## src/per_client_broadcast_decimator_top_defines.svh

```systemverilog
// Assertion macros for the per-client broadcast decimator.
`ifndef PER_CLIENT_BROADCAST_DECIMATOR_TOP_DEFINES_SVH
`define PER_CLIENT_BROADCAST_DECIMATOR_TOP_DEFINES_SVH

// Same-cycle implication, disabled while reset is asserted.
`define PCBD_ASSERT_NOW(label, clk, rst_n, ante, cons, msg) \
    label: assert property (@(posedge clk) disable iff (!rst_n) (ante) |-> (cons)) \
        else $error(msg);

// Next-cycle implication, disabled while reset is asserted.
`define PCBD_ASSERT_NEXT(label, clk, rst_n, ante, cons, msg) \
    label: assert property (@(posedge clk) disable iff (!rst_n) (ante) |=> (cons)) \
        else $error(msg);

`endif

```

## src/pcbd_pkg.sv

```systemverilog
// Shared types and constants for the per-client broadcast decimator.
package pcbd_pkg;

    localparam int STEP_W = 64;
    localparam int KEY_W  = 32;
    localparam int RATE_W = 32;
    localparam int DIV_W  = RATE_W + 1;
    localparam int CNT_W  = $clog2(STEP_W);

    typedef enum logic [1:0] {
        CMD_ADVANCE = 2'd0,
        CMD_SET     = 2'd1,
        CMD_REMOVE  = 2'd2,
        CMD_QUERY   = 2'd3
    } t_cmd;

    typedef enum logic [2:0] {
        S_IDLE,
        S_ADV,
        S_SCAN,
        S_APPLY,
        S_DIV_GO,
        S_DIV_WAIT,
        S_RESULT
    } t_state;

    typedef struct packed {
        logic capture;
        logic scan;
        logic apply;
        logic step_inc;
        logic div_start;
        logic out_load;
    } t_ctrl_cmd;

    typedef struct packed {
        logic scan_last;
        logic div_done;
        logic out_free;
    } t_dp_status;

endpackage

```

## src/pcbd_div.sv

```systemverilog
// Bit-serial restoring remainder unit: 64-bit dividend, 33-bit divisor.
module pcbd_div
    import pcbd_pkg::*;
(
    input  logic              i_clk,
    input  logic              i_rst_n,
    input  logic              i_start,
    input  logic [STEP_W-1:0] i_dividend,
    input  logic [DIV_W-1:0]  i_divisor,
    output logic              o_done,
    output logic              o_rem_zero
);

    logic              r_busy;
    logic              r_done;
    logic [CNT_W-1:0]  r_cnt;
    logic [DIV_W-1:0]  r_rem;
    logic [STEP_W-1:0] r_dvd;
    logic [DIV_W-1:0]  r_dsor;

    logic [DIV_W:0]    w_sh;
    logic [DIV_W:0]    w_diff;
    logic              w_ge;

    assign w_sh   = {r_rem, r_dvd[STEP_W-1]};
    assign w_diff = w_sh - {1'b0, r_dsor};
    assign w_ge   = (w_sh >= {1'b0, r_dsor});

    always_ff @(posedge i_clk) begin
        if (!i_rst_n) begin
            r_busy <= 1'b0;
            r_done <= 1'b0;
            r_cnt  <= '0;
        end else begin
            r_done <= 1'b0;
            if (i_start) begin
                r_busy <= 1'b1;
                r_cnt  <= '0;
            end else if (r_busy) begin
                r_cnt <= r_cnt + 1'b1;
                if (r_cnt == CNT_W'(STEP_W - 1)) begin
                    r_busy <= 1'b0;
                    r_done <= 1'b1;
                end
            end
        end
    end

    always_ff @(posedge i_clk) begin
        if (i_start) begin
            r_rem  <= '0;
            r_dvd  <= i_dividend;
            r_dsor <= i_divisor;
        end else if (r_busy) begin
            r_rem <= w_ge ? w_diff[DIV_W-1:0] : w_sh[DIV_W-1:0];
            r_dvd <= {r_dvd[STEP_W-2:0], 1'b0};
        end
    end

    assign o_done     = r_done;
    assign o_rem_zero = (r_rem == '0);

endmodule

```

## src/pcbd_ctrl.sv

```systemverilog
// Command sequencer for the decimator: accept, advance or scan, apply or divide, deliver.
module pcbd_ctrl
    import pcbd_pkg::*;
(
    input  logic       i_clk,
    input  logic       i_rst_n,
    input  logic       i_valid,
    input  logic [1:0] i_command,
    input  t_dp_status i_status,
    output t_ctrl_cmd  o_cmd,
    output logic       o_stall
);

    t_state r_state;
    t_state n_state;
    t_cmd   r_cmd;

    always_ff @(posedge i_clk) begin
        if (!i_rst_n) begin
            r_state <= S_IDLE;
            r_cmd   <= CMD_ADVANCE;
        end else begin
            r_state <= n_state;
            if (r_state == S_IDLE && i_valid) begin
                r_cmd <= t_cmd'(i_command);
            end
        end
    end

    always_comb begin
        n_state = r_state;
        case (r_state)
            S_IDLE: begin
                if (i_valid) begin
                    n_state = (t_cmd'(i_command) == CMD_ADVANCE) ? S_ADV : S_SCAN;
                end
            end
            S_ADV: begin
                n_state = S_RESULT;
            end
            S_SCAN: begin
                if (i_status.scan_last) begin
                    n_state = (r_cmd == CMD_QUERY) ? S_DIV_GO : S_APPLY;
                end
            end
            S_APPLY: begin
                n_state = S_RESULT;
            end
            S_DIV_GO: begin
                n_state = S_DIV_WAIT;
            end
            S_DIV_WAIT: begin
                if (i_status.div_done) begin
                    n_state = S_RESULT;
                end
            end
            S_RESULT: begin
                if (i_status.out_free) begin
                    n_state = S_IDLE;
                end
            end
            default: begin
                n_state = S_IDLE;
            end
        endcase
    end

    always_comb begin
        o_cmd   = '0;
        o_stall = 1'b1;
        case (r_state)
            S_IDLE: begin
                o_stall       = 1'b0;
                o_cmd.capture = i_valid;
            end
            S_ADV: begin
                o_cmd.step_inc = 1'b1;
            end
            S_SCAN: begin
                o_cmd.scan = 1'b1;
            end
            S_APPLY: begin
                o_cmd.apply = 1'b1;
            end
            S_DIV_GO: begin
                o_cmd.div_start = 1'b1;
            end
            S_DIV_WAIT: begin
                o_cmd = '0;
            end
            S_RESULT: begin
                o_cmd.out_load = i_status.out_free;
            end
            default: begin
                o_cmd = '0;
            end
        endcase
    end

endmodule

```

## src/pcbd_dp.sv

```systemverilog
// Datapath: step counter, endpoint table, scan compare, remainder unit, result register.
module pcbd_dp
    import pcbd_pkg::*;
#(
    parameter int TABLE_ENTRIES = 16
) (
    input  logic              i_clk,
    input  logic              i_rst_n,
    input  t_ctrl_cmd         i_cmd,
    output t_dp_status        o_dp_status,
    input  logic              i_cfg_valid,
    input  logic [RATE_W-1:0] i_cfg_default_rate,
    input  logic [1:0]        i_command,
    input  logic [KEY_W-1:0]  i_endpoint,
    input  logic [RATE_W-1:0] i_rate_value,
    input  logic              i_stall,
    output logic              o_valid,
    output logic              o_send,
    output logic [RATE_W-1:0] o_rate_used,
    output logic              o_status
);

    localparam int IW = (TABLE_ENTRIES > 1) ? $clog2(TABLE_ENTRIES) : 1;

    logic [RATE_W-1:0]        r_default_rate;
    logic [STEP_W-1:0]        r_step;

    t_cmd                     r_cmd;
    logic [KEY_W-1:0]         r_key;
    logic [RATE_W-1:0]        r_val;

    logic [TABLE_ENTRIES-1:0] r_valid;
    logic [KEY_W-1:0]         r_mem_ep   [TABLE_ENTRIES];
    logic [RATE_W-1:0]        r_mem_rate [TABLE_ENTRIES];

    // scan pipeline: issue stage then compare stage
    logic [IW-1:0]            r_rd_idx;
    logic                     r_issue_done;
    logic                     r_q_live;
    logic                     r_q_vld;
    logic [IW-1:0]            r_q_idx;
    logic [KEY_W-1:0]         r_ep_q;
    logic [RATE_W-1:0]        r_rate_q;

    logic                     r_hit;
    logic [IW-1:0]            r_hit_idx;
    logic [RATE_W-1:0]        r_hit_rate;
    logic                     r_free_found;
    logic [IW-1:0]            r_free_idx;
    logic                     r_res_status;

    logic                     r_out_valid;
    logic                     r_out_send;
    logic [RATE_W-1:0]        r_out_rate;
    logic                     r_out_status;

    logic                     w_rd_en;
    logic                     w_wr_en;
    logic [IW-1:0]            w_wr_idx;
    logic [RATE_W-1:0]        w_rate;
    logic [DIV_W-1:0]         w_divisor;
    logic                     w_div_done;
    logic                     w_rem_zero;
    logic                     w_out_free;

    assign w_rd_en   = i_cmd.scan && !r_issue_done;
    assign w_wr_en   = i_cmd.apply && (r_cmd == CMD_SET) && (r_hit || r_free_found);
    assign w_wr_idx  = r_hit ? r_hit_idx : r_free_idx;
    assign w_rate    = r_hit ? r_hit_rate : r_default_rate;
    assign w_divisor = {1'b0, w_rate} + DIV_W'(1);
    assign w_out_free = !r_out_valid || !i_stall;

    assign o_dp_status.scan_last = r_q_live && (r_q_idx == IW'(TABLE_ENTRIES - 1));
    assign o_dp_status.div_done  = w_div_done;
    assign o_dp_status.out_free  = w_out_free;

    always_ff @(posedge i_clk) begin
        if (!i_rst_n) begin
            r_default_rate <= '0;
        end else if (i_cfg_valid) begin
            r_default_rate <= i_cfg_default_rate;
        end
    end

    always_ff @(posedge i_clk) begin
        if (!i_rst_n) begin
            r_step <= '0;
        end else if (i_cmd.step_inc) begin
            r_step <= r_step + 1'b1;
        end
    end

    always_ff @(posedge i_clk) begin
        if (i_cmd.capture) begin
            r_cmd <= t_cmd'(i_command);
            r_key <= i_endpoint;
            r_val <= i_rate_value;
        end
    end

    // table storage, registered read
    always_ff @(posedge i_clk) begin
        if (w_wr_en) begin
            r_mem_ep[w_wr_idx]   <= r_key;
            r_mem_rate[w_wr_idx] <= r_val;
        end
        if (w_rd_en) begin
            r_ep_q   <= r_mem_ep[r_rd_idx];
            r_rate_q <= r_mem_rate[r_rd_idx];
        end
    end

    always_ff @(posedge i_clk) begin
        if (!i_rst_n) begin
            r_valid <= '0;
        end else if (i_cmd.apply) begin
            if (w_wr_en) begin
                r_valid[w_wr_idx] <= 1'b1;
            end else if (r_cmd == CMD_REMOVE && r_hit) begin
                r_valid[r_hit_idx] <= 1'b0;
            end
        end
    end

    always_ff @(posedge i_clk) begin
        if (!i_rst_n) begin
            r_rd_idx     <= '0;
            r_issue_done <= 1'b0;
            r_q_live     <= 1'b0;
            r_hit        <= 1'b0;
            r_free_found <= 1'b0;
            r_res_status <= 1'b0;
        end else begin
            r_q_live <= w_rd_en;
            if (i_cmd.capture) begin
                r_rd_idx     <= '0;
                r_issue_done <= 1'b0;
                r_hit        <= 1'b0;
                r_free_found <= 1'b0;
                r_res_status <= 1'b0;
            end else begin
                if (w_rd_en) begin
                    r_rd_idx <= r_rd_idx + 1'b1;
                    if (r_rd_idx == IW'(TABLE_ENTRIES - 1)) begin
                        r_issue_done <= 1'b1;
                    end
                end
                if (r_q_live) begin
                    if (r_q_vld && (r_ep_q == r_key) && !r_hit) begin
                        r_hit <= 1'b1;
                    end
                    if (!r_q_vld && !r_free_found) begin
                        r_free_found <= 1'b1;
                    end
                end
                if (i_cmd.apply && (r_cmd == CMD_SET) && !r_hit && !r_free_found) begin
                    r_res_status <= 1'b1;
                end
            end
        end
    end

    always_ff @(posedge i_clk) begin
        if (w_rd_en) begin
            r_q_vld <= r_valid[r_rd_idx];
            r_q_idx <= r_rd_idx;
        end
        if (r_q_live) begin
            if (r_q_vld && (r_ep_q == r_key) && !r_hit) begin
                r_hit_idx  <= r_q_idx;
                r_hit_rate <= r_rate_q;
            end
            if (!r_q_vld && !r_free_found) begin
                r_free_idx <= r_q_idx;
            end
        end
    end

    pcbd_div u_div (
        .i_clk      (i_clk),
        .i_rst_n    (i_rst_n),
        .i_start    (i_cmd.div_start),
        .i_dividend (r_step),
        .i_divisor  (w_divisor),
        .o_done     (w_div_done),
        .o_rem_zero (w_rem_zero)
    );

    // result register parts the core from the output handshake
    always_ff @(posedge i_clk) begin
        if (!i_rst_n) begin
            r_out_valid <= 1'b0;
        end else if (i_cmd.out_load) begin
            r_out_valid <= 1'b1;
        end else if (!i_stall) begin
            r_out_valid <= 1'b0;
        end
    end

    always_ff @(posedge i_clk) begin
        if (i_cmd.out_load) begin
            r_out_send   <= (r_cmd == CMD_QUERY) && w_rem_zero;
            r_out_rate   <= (r_cmd == CMD_QUERY) ? w_rate : '0;
            r_out_status <= r_res_status;
        end
    end

    assign o_valid     = r_out_valid;
    assign o_send      = r_out_send;
    assign o_rate_used = r_out_rate;
    assign o_status    = r_out_status;

endmodule

```

## src/per_client_broadcast_decimator_top.sv

```systemverilog
// Top level: per-client broadcast decimator (controller plus datapath).
// Advance bypasses the table; set/remove scan the table and apply; query scans
// the table and then divides (one table entry per cycle in the scan, then one
// dividend bit per cycle in the remainder unit).
// One item in flight; the next beat can be taken in the cycle after the result loads.
// Synchronous active-low reset clears the counter, the valid bits and default_rate.
`include "per_client_broadcast_decimator_top_defines.svh"

module per_client_broadcast_decimator_top
    import pcbd_pkg::*;
#(
    parameter int TABLE_ENTRIES = 16
) (
    input  logic              i_clk,
    input  logic              i_rst_n,
    // configuration write channel (default_rate)
    input  logic              i_cfg_valid,
    output logic              o_cfg_ready,
    input  logic [RATE_W-1:0] i_cfg_default_rate,
    // input beat
    input  logic              i_valid,
    output logic              o_stall,
    input  logic [1:0]        i_command,
    input  logic [KEY_W-1:0]  i_endpoint,
    input  logic [RATE_W-1:0] i_rate_value,
    // result beat
    output logic              o_valid,
    input  logic              i_stall,
    output logic              o_send,
    output logic [RATE_W-1:0] o_rate_used,
    output logic              o_status
);

    t_ctrl_cmd  w_cmd;
    t_dp_status w_status;

    // The user must write only while idle; the block itself does not enforce it. The port is always open.
    assign o_cfg_ready = 1'b1;

    // Sequencer: holds the input stalled from accept until the result loads.
    pcbd_ctrl u_ctrl (
        .i_clk     (i_clk),
        .i_rst_n   (i_rst_n),
        .i_valid   (i_valid),
        .i_command (i_command),
        .i_status  (w_status),
        .o_cmd     (w_cmd),
        .o_stall   (o_stall)
    );

    // Table scan, step counter, remainder unit and the output register.
    pcbd_dp #(
        .TABLE_ENTRIES (TABLE_ENTRIES)
    ) u_dp (
        .i_clk              (i_clk),
        .i_rst_n            (i_rst_n),
        .i_cmd              (w_cmd),
        .o_dp_status        (w_status),
        .i_cfg_valid        (i_cfg_valid),
        .i_cfg_default_rate (i_cfg_default_rate),
        .i_command          (i_command),
        .i_endpoint         (i_endpoint),
        .i_rate_value       (i_rate_value),
        .i_stall            (i_stall),
        .o_valid            (o_valid),
        .o_send             (o_send),
        .o_rate_used        (o_rate_used),
        .o_status           (o_status)
    );

    // An accepted beat closes the input until its result is loaded into the result register.
    `PCBD_ASSERT_NEXT(a_busy_after_accept, i_clk, i_rst_n, i_valid && !o_stall, o_stall, "input open right after accept")

    // A refused set never carries a query answer.
    `PCBD_ASSERT_NOW(a_status_excl, i_clk, i_rst_n, o_valid && o_status, !o_send && (o_rate_used == '0), "status beat carries query fields")

    // The result register is only loaded when its previous beat is gone.
    `PCBD_ASSERT_NOW(a_load_free, i_clk, i_rst_n, w_cmd.out_load, !o_valid || !i_stall, "result overwritten while stalled")

    // Scan completion and the divider finish never coincide.
    `PCBD_ASSERT_NOW(a_scan_div_excl, i_clk, i_rst_n, w_status.div_done, !w_cmd.scan, "divider finished during a scan")

endmodule
```

## config.mk

```make
export PLATFORM = sky130hd
export DESIGN_NAME = per_client_broadcast_decimator_top
export DESIGN_NICKNAME = d
export VERILOG_FILES = /design/src/pcbd_pkg.sv /design/src/pcbd_div.sv /design/src/pcbd_ctrl.sv /design/src/pcbd_dp.sv /design/src/per_client_broadcast_decimator_top.sv
export VERILOG_INCLUDE_DIRS = /design/src /design/src/src
export SDC_FILE = /design/constraint.sdc
export NUM_CORES = 2
export LEC_CHECK = 0
export BUFFER_PORTS_ARGS = -buffer_cell sky130_fd_sc_hd__buf_2
export CORE_ASPECT_RATIO = 1.2
export CORE_MARGIN = 2
export CORE_UTILIZATION = 51
export CTS_CLUSTER_DIAMETER = 120
export DETAILED_ROUTE_END_ITERATION = 6
export GPL_ROUTABILITY_DRIVEN = 0
export PLACE_DENSITY = 0.64
export SLEW_MARGIN = 20
export SYNTH_ARGS = -nofsm -noshare
export SYNTH_HDL_FRONTEND = slang
export SYNTH_SLANG_ARGS = --single-unit
```

## constraint.sdc

```tcl
create_clock -name i_clk -period 8.24 [get_ports i_clk]
set_input_delay 1.236 -clock i_clk [delete_from_list [all_inputs] [get_ports i_clk]]
set_output_delay 1.236 -clock i_clk [all_outputs]
set_load 0.02 [all_outputs]
```

; Word level (Yosys, flattened, before mapping)
; Memories as Yosys holds them, arrays and structs flattened. A register that Yosys moved wholly into a read port is not among the register bits.
; Index checks and enable logic that the tools add are counted.
[classes]
n_addsub = 5
magnitude_cmp = 6
n_eq_ne = 19
n_mux = 35
bitwise_logic = 5
n_reduce_logical = 36
[op_table]
columns = cell, n
row1 = $mux 64, 2
row2 = $add 64x1->64 const B, 1
row3 = $ge 34x33->1, 1
row4 = $add 32x1->33 const B, 1
row5 = $logic_not 33->1, 1
row6 = $mux 33, 1
row7 = $sub 33x33->33, 1
row8 = $eq 32x32->1, 1
row9 = $mux 16, 2
row10 = $mux 32, 1
row11 = $mux 1, 18
row12 = $pmux 3 s6, 1
row13 = $and 16x16->16, 1
row14 = $not 16->16, 1
row15 = $or 16x16->16, 1
row16 = $lt 4x5->1 const B, 3
row17 = $mux 3, 5
row18 = $logic_and 1x1->1, 14
row19 = $eq 3x3->1 const B, 3
row20 = $demux 1 s4, 2
row21 = $eq 4x4->1 const B, 2
row22 = $ge 4x1->1 const B, 2
row23 = $ne 2x1->1 const B, 4
row24 = $reduce_and 2->1, 4
row25 = other kinds (20), 33
[word_totals]
ff_bits = 410
mem_bits_rw = 1024
input_bits = 103
output_inout_bits = 37
wordCells = 137
memories = 2
[memory_table]
columns = memory, words, word_bits, rd, rd_clocked_by_memory_dff, write_ports, line_no
row1 = u_dp.r_mem_ep, 16, 32, 1, 1, 1, pcbd_dp.sv:33  ; logic [KEY_W-1:0] r_mem_ep [TABLE_ENTRIES];
row2 = u_dp.r_mem_rate, 16, 32, 1, 1, 1, pcbd_dp.sv:34  ; logic [RATE_W-1:0] r_mem_rate [TABLE_ENTRIES];

; Logic depth before layout (Yosys ltp)
[depth]
ltp_word = 8
depth_mapped = 19
mapped_depth_nobuf = 13

; By module
; Synthesis repeated with hierarchy kept, for this count alone.
[unflattened]
hier_cells = 3260
area_unflattened_um2 = 59732.3
[modules_own_cells]
columns = mod, n_inst, cells_each, area_each_um2, seq_area_each_um2
row1 = pcbd_dp, 1, 2543, 51981.1, 39467.9
row2 = pcbd_div, 1, 670, 7404.6, 3733.6
row3 = pcbd_ctrl, 1, 45, 335.3, 100.1
row4 = per_client_broadcast_decimator_top, 1, 2, 11.3, 0.0

; Worst setup path after synthesis
; OpenSTA, ideal clock, no wires.
[synth_timing]
path_type = register -> register
start = register u_ctrl.r_state[1]
end = register u_dp.r_rd_idx[3]
setup_time_ns = 0.066
arrival_time_ns = 6.610
required_time_ns = 8.174
slack_ns = 1.563
stages_incl_launch_ff = 7
path_buffers = 1
cell_sequence = dfxtp_1 > clkbuf_1 > nand2b_1 > nor3_1 > nand4_1 > xor2_1 > nor2_1
[synth_via]
elab_chain_len = 3
elab_cells_between_ends = 6
[synth_lines]
columns = element, line_no
row1 = "start, declared", pcbd_ctrl.sv:14  ; t_state r_state;
row2 = "start signal, assigned", pcbd_ctrl.sv:23  ; r_state <= n_state;
row3 = $eq 3x2->1, pcbd_ctrl.sv:71  ; case (r_state)
row4 = $mux 1, pcbd_ctrl.sv:71
row5 = $logic_and 1x1->1, pcbd_dp.sv:66  ; assign w_rd_en = i_cmd.scan && !r_issue_done;
row6 = via u_dp.w_rd_en, pcbd_dp.sv:57  ; logic w_rd_en;
row7 = "end signal, assigned", pcbd_dp.sv:143  ; r_rd_idx <= r_rd_idx + 1'b1;
row8 = "end, declared", pcbd_dp.sv:37  ; logic [IW-1:0] r_rd_idx;
; The timed path passes the listed nets, and every way through them passes these cells.
; A chain may end at the register's enable or synchronous reset.

; Final worst setup path
[layout_timing]
start = register u_ctrl.r_state[1]
end = memory u_dp.r_mem_ep[3][29] (enable)
[layout_via]
elab_chain_len = 6
[layout_lines]
columns = element, line_no
row1 = $eq 3x2->1, pcbd_ctrl.sv:71
row2 = $mux 1, pcbd_ctrl.sv:71
row3 = $logic_and 1x1->1 (2 in a row), pcbd_dp.sv:67  ; assign w_wr_en = i_cmd.apply && (r_cmd == CMD_SET) && (r_hit || r_free_found);
row4 = $mux 1, pcbd_dp.sv:103  ; if (w_wr_en) begin
row5 = $mux 1 (implied by the code), pcbd_dp.sv:104  ; r_mem_ep[w_wr_idx] <= r_key;
row6 = "end, declared", pcbd_dp.sv:33
; Every way passes these cells.

==> flow_summary.yaml <==
clock_network:
  cts_resized: 0
  tritoncts: "built"
  clkSlewWorstSetupHoldPaths_ns: 0.06
  clk_latency_ns: 0.77
  clk_path_buf_depth: 3
  numCtsBuffers: 148
  post_cts.repair.setup_buffers: 0
  cts_root_buf: "clkbuf_16"
  cts_hold_buf: 0
  htree_levels: 4
  cts_sinks: 1498
die:
  initial_utilization_pct: 51.5
  rows: 136
  die_y_um: 377
  ioPinCount: 140
  dieArea_um2: 119000
  chipWidth_um: 315
  core_area_um2: 115000
route:
  wl_per_cell_um: 25.2
  drt-initial-drc-count: 3087
  dr.pass1.iters: 5
  drc: 0
  dr_total_vias: 30100
  antenna_left: 0
  wl_um: 128000
  viasPerCell: 5.90
cells_and_area:
  fin_util_pct: 57.9
  num-nets-final: 3593
  multi_input_area_um2: 15200
  diodes: 0
  fin_cells: 5096
  syn_to_final_growth_pct: 12.5
  layout-drive-gt1-share_pct: 22.3
  seqCellArea_um2: 43300
  fillCellCount: 8536
global_routing:
  grt_max_degree: 99
  antenna_found_initial: 1
  grt_pass1_vias: 31000
  track_usage_pct: 22.0
  grt_pass1_wl_um: 193000
  globalRouteOverflowTotal: 0
sta:
  setup_violations: 0
  setup_tns_ns: 0
  finalClockSkew_ns: 0.0291
  worst_pin_slew_ns: 1.09
  period_needed_ns: 4.08
  slew_viol_final: 0
  slew_headroom_pct: 27.2
  post-route-period-util_pct: 49.5
  hold_viol: 0
  fmax_mhz: 245
  rsz0062_at_grt: "no"
hold_path:
  holdCritPathClass: "reg2reg"
  hold-path-cell-count: 0
  hp-start: "u_dp.r_rate_q[10]$_DFFE_PP_"
  hold_end: "u_dp.r_hit_rate[10]$_DFFE_PP_"
setup_path:
  critPathCaptureType: "flip-flop"
  path_max_fanout: 41
  r2r-end: "u_dp.r_mem_ep[3][29]$_DFFE_PP_"
  worstPathArrival_ns: 4.46
  reg2reg_depth: 5
  reg2reg_slack_ns: 4.16
  rr_startpoint: "u_ctrl.r_state[1]$_SDFFE_PN0P_"
  criticalPathCategory: "reg2reg"
  cp.required_ns: 8.62
  critPathLaunchType: "flip-flop"
power:
  power.switching_mw: 5.29
  combPwrFrac_pct: 16.2
  power_per_cell_area_nw_per_um2: 299
  p_seq_share_pct: 50.1
  internal_power_mw: 14.6
  leakagePower_nw: 21.5
  p_clk_share_pct: 33.7
  vdd_ir_drop_max_v: 0.000210
  p_sw_share_pct: 26.6
yosys:
  synth-edff-count: 1330
  synth.distinct_cells: 74
  yosysSeqAreaShare_pct: 73.2
  yosysWarnings: 0
  syn_inst: 3259
  syn_avg_cell_area_um2: 18.1
  synthArstFlopShare_pct: 0
  ys_seq_elements: 1498
  syn-cell-area_um2: 59100
  synth-main-ff-cell: "edfxtp_1"
  syn_nets: 3400
placed_design:
  post-place-cells: 4820
  hpwl_um: 72200
  io_buffers: 138
run:
  max-cap-violations: 0
outcome:
  status: "finished, final reports clean"
state kept, by name, indices dropped and copies added, names as in the netlist, 6 cells and up:
register / count
u_dp.r_key: 32
u_dp.r_mem_ep: 512
u_dp.r_mem_rate: 512
u_dp.r_val: 32
u_dp.r_ep_q: 32
u_dp.r_default_rate: 32
u_dp.u_div.r_cnt: 6
u_dp.r_hit_rate: 32
u_dp.u_div.r_dsor: 33
u_dp.r_step: 64
u_dp.r_valid: 16
u_dp.o_rate_used: 32
u_dp.u_div.r_rem: 33
u_dp.u_div.r_dvd: 64
u_dp.r_rate_q: 32
through the flow:
step                setup slack (ns)  hold slack [ns]  instance area [um2]  power [mW]
floorplan                       1.56            0.400                59100        12.3
global placement                4.33            0.406                61700        13.3
detailed placement              4.23            0.407                61700        13.4
CTS                             4.21            0.418                66500        20.1
global route                    3.96            0.418                66500        20.7
finish                          4.16            0.419                66500        19.9
per-layer routing:
metal / share of wire (%) / vias up / global-route usage (%)
li1: - / 13200 / -
met1: 42 / 15700 / 30.0
met2: 50 / 943 / 36.9
met3: 5.7 / 205 / 3.66
met4: 2.2 / 0 / 6.19
met5: 0 / - / 0
power by group through the flow:
stage / combinational (mW) / clock, mW / sequential [mW]
after global placement: 3.20 / 0 / 10.1
final: 3.22 / 6.71 / 9.99
after global routing: 3.53 / 7.13 / 10.1
after CTS: 3.27 / 6.84 / 9.99
after detailed placement: 3.26 / 0 / 10.2
after floorplan: 2.53 / 0 / 9.82
worst max path at each step:
stage	startpoint	to	slack, ns	cells past startpoint
after floorplan	u_ctrl.r_state[1]$_SDFFE_PN0P_	u_dp.r_rd_idx[3]$_SDFFE_PP0P_	1.56	6
after global placement	u_ctrl.r_state[1]$_SDFFE_PN0P_	u_dp.r_mem_rate[3][20]$_DFFE_PP_	4.33	5
after detailed placement	u_ctrl.r_state[1]$_SDFFE_PN0P_	u_dp.r_mem_ep[3][31]$_DFFE_PP_	4.23	5
after CTS	u_ctrl.r_state[1]$_SDFFE_PN0P_	u_dp.r_mem_ep[3][29]$_DFFE_PP_	4.21	5
after global routing	u_ctrl.r_state[1]$_SDFFE_PN0P_	u_dp.r_mem_ep[3][29]$_DFFE_PP_	3.96	5
final	u_ctrl.r_state[1]$_SDFFE_PN0P_	u_dp.r_mem_ep[3][29]$_DFFE_PP_	4.16	5
cells in the final DEF, fill, tap and decap left out, types with 6 or more instances in the layout:
cell type and instances:
bufinv_16 15, nor3_1 15, clkbuf_1 35, clkinvlp_4 6, nor4_1 14, and3_1 14
ha_1 37, a21boi_0 10, buf_4 43, nand3b_1 10, o221a_2 17, a21oi_1 48
inv_6 8, nand3_1 63, o21ai_0 60, nand2b_1 6, dfxtp_1 163, mux4_2 325
clkinv_1 24, nor2_4 17, and2_1 69, nand4_1 28, inv_1 48, clkbuf_16 151
and4_1 9, buf_2 138, or3_1 8, nor2_1 96, edfxtp_1 1330, xnor2_1 95
clkinv_2 28, nor2b_1 50, mux2i_1 74, xor2_1 64, a31oi_1 18, nand2_1 331
a21o_1 10
worst max-delay path, stage by stage, from the launching register on:
cell and delay [ns]:
dfxtp_1 0.61, nand3b_1 0.18, nor3b_1 0.61, nand3_1 0.51, nor2_4 0.96, buf_4 0.80
cells by family after synthesis:
group / Yosys count / synth area share (%)
simple gates: 760 / 6.24
compound gates: 211 / 2.41
other cells: 1 / 0.00634
fa+ha+maj: 38 / 0.817
flops: 1498 / 73.2
xor+xnor: 159 / 2.35
mux: 401 / 13.7
buf+inv: 191 / 1.29
final cells by class:
type,count,area share (%)
Timing Repair Buffer,184,1.60
Multi-Input combinational cell,1570,22.9
Inverter,50,0.282
Sequential cell,1498,65.1
Tap cell,1518,2.85
Clock buffer,189,5.94
Clock inverter,87,1.32
synth_stat cells, drive strengths merged, types with 3 or more instances:
| cell type | instances | area, um2 |
|---|---|---|
| a221oi | 4 | 41.3 |
| nor4bb | 3 | 30.0 |
| a32oi | 4 | 35.0 |
| or3 | 8 | 50.1 |
| nand3 | 64 | 325 |
| inv | 50 | 188 |
| o221a | 17 | 191 |
| a21oi | 49 | 245 |
| o21a | 4 | 30.0 |
| dfxtp | 168 | 3360 |
| nor2b | 51 | 327 |
| o31ai | 5 | 37.5 |
| nand4 | 28 | 175 |
| a211oi | 5 | 42.5 |
| nor4 | 15 | 93.8 |
| nor2 | 115 | 434 |
| mux4 | 325 | 7320 |
| xor2 | 64 | 561 |
| nor3b | 7 | 80.1 |
| xnor2 | 95 | 832 |
| nand2 | 332 | 1250 |
| o311ai | 6 | 52.6 |
| and4 | 9 | 78.8 |
| nand2b | 6 | 37.5 |
| a21o | 10 | 75.1 |
| buf | 40 | 196 |
| nor3 | 17 | 90.1 |
| clkbuf | 101 | 379 |
| ha | 37 | 463 |
| mux2i | 74 | 741 |
| o21ai | 64 | 320 |
| a21boi | 10 | 75.1 |
| and2 | 71 | 449 |
| edfxtp | 1330 | 39900 |
| a31oi | 18 | 113 |
| or2 | 4 | 27.5 |
| and3 | 14 | 87.6 |
| nand3b | 12 | 115 |
(Power assumes the default switching activity.)
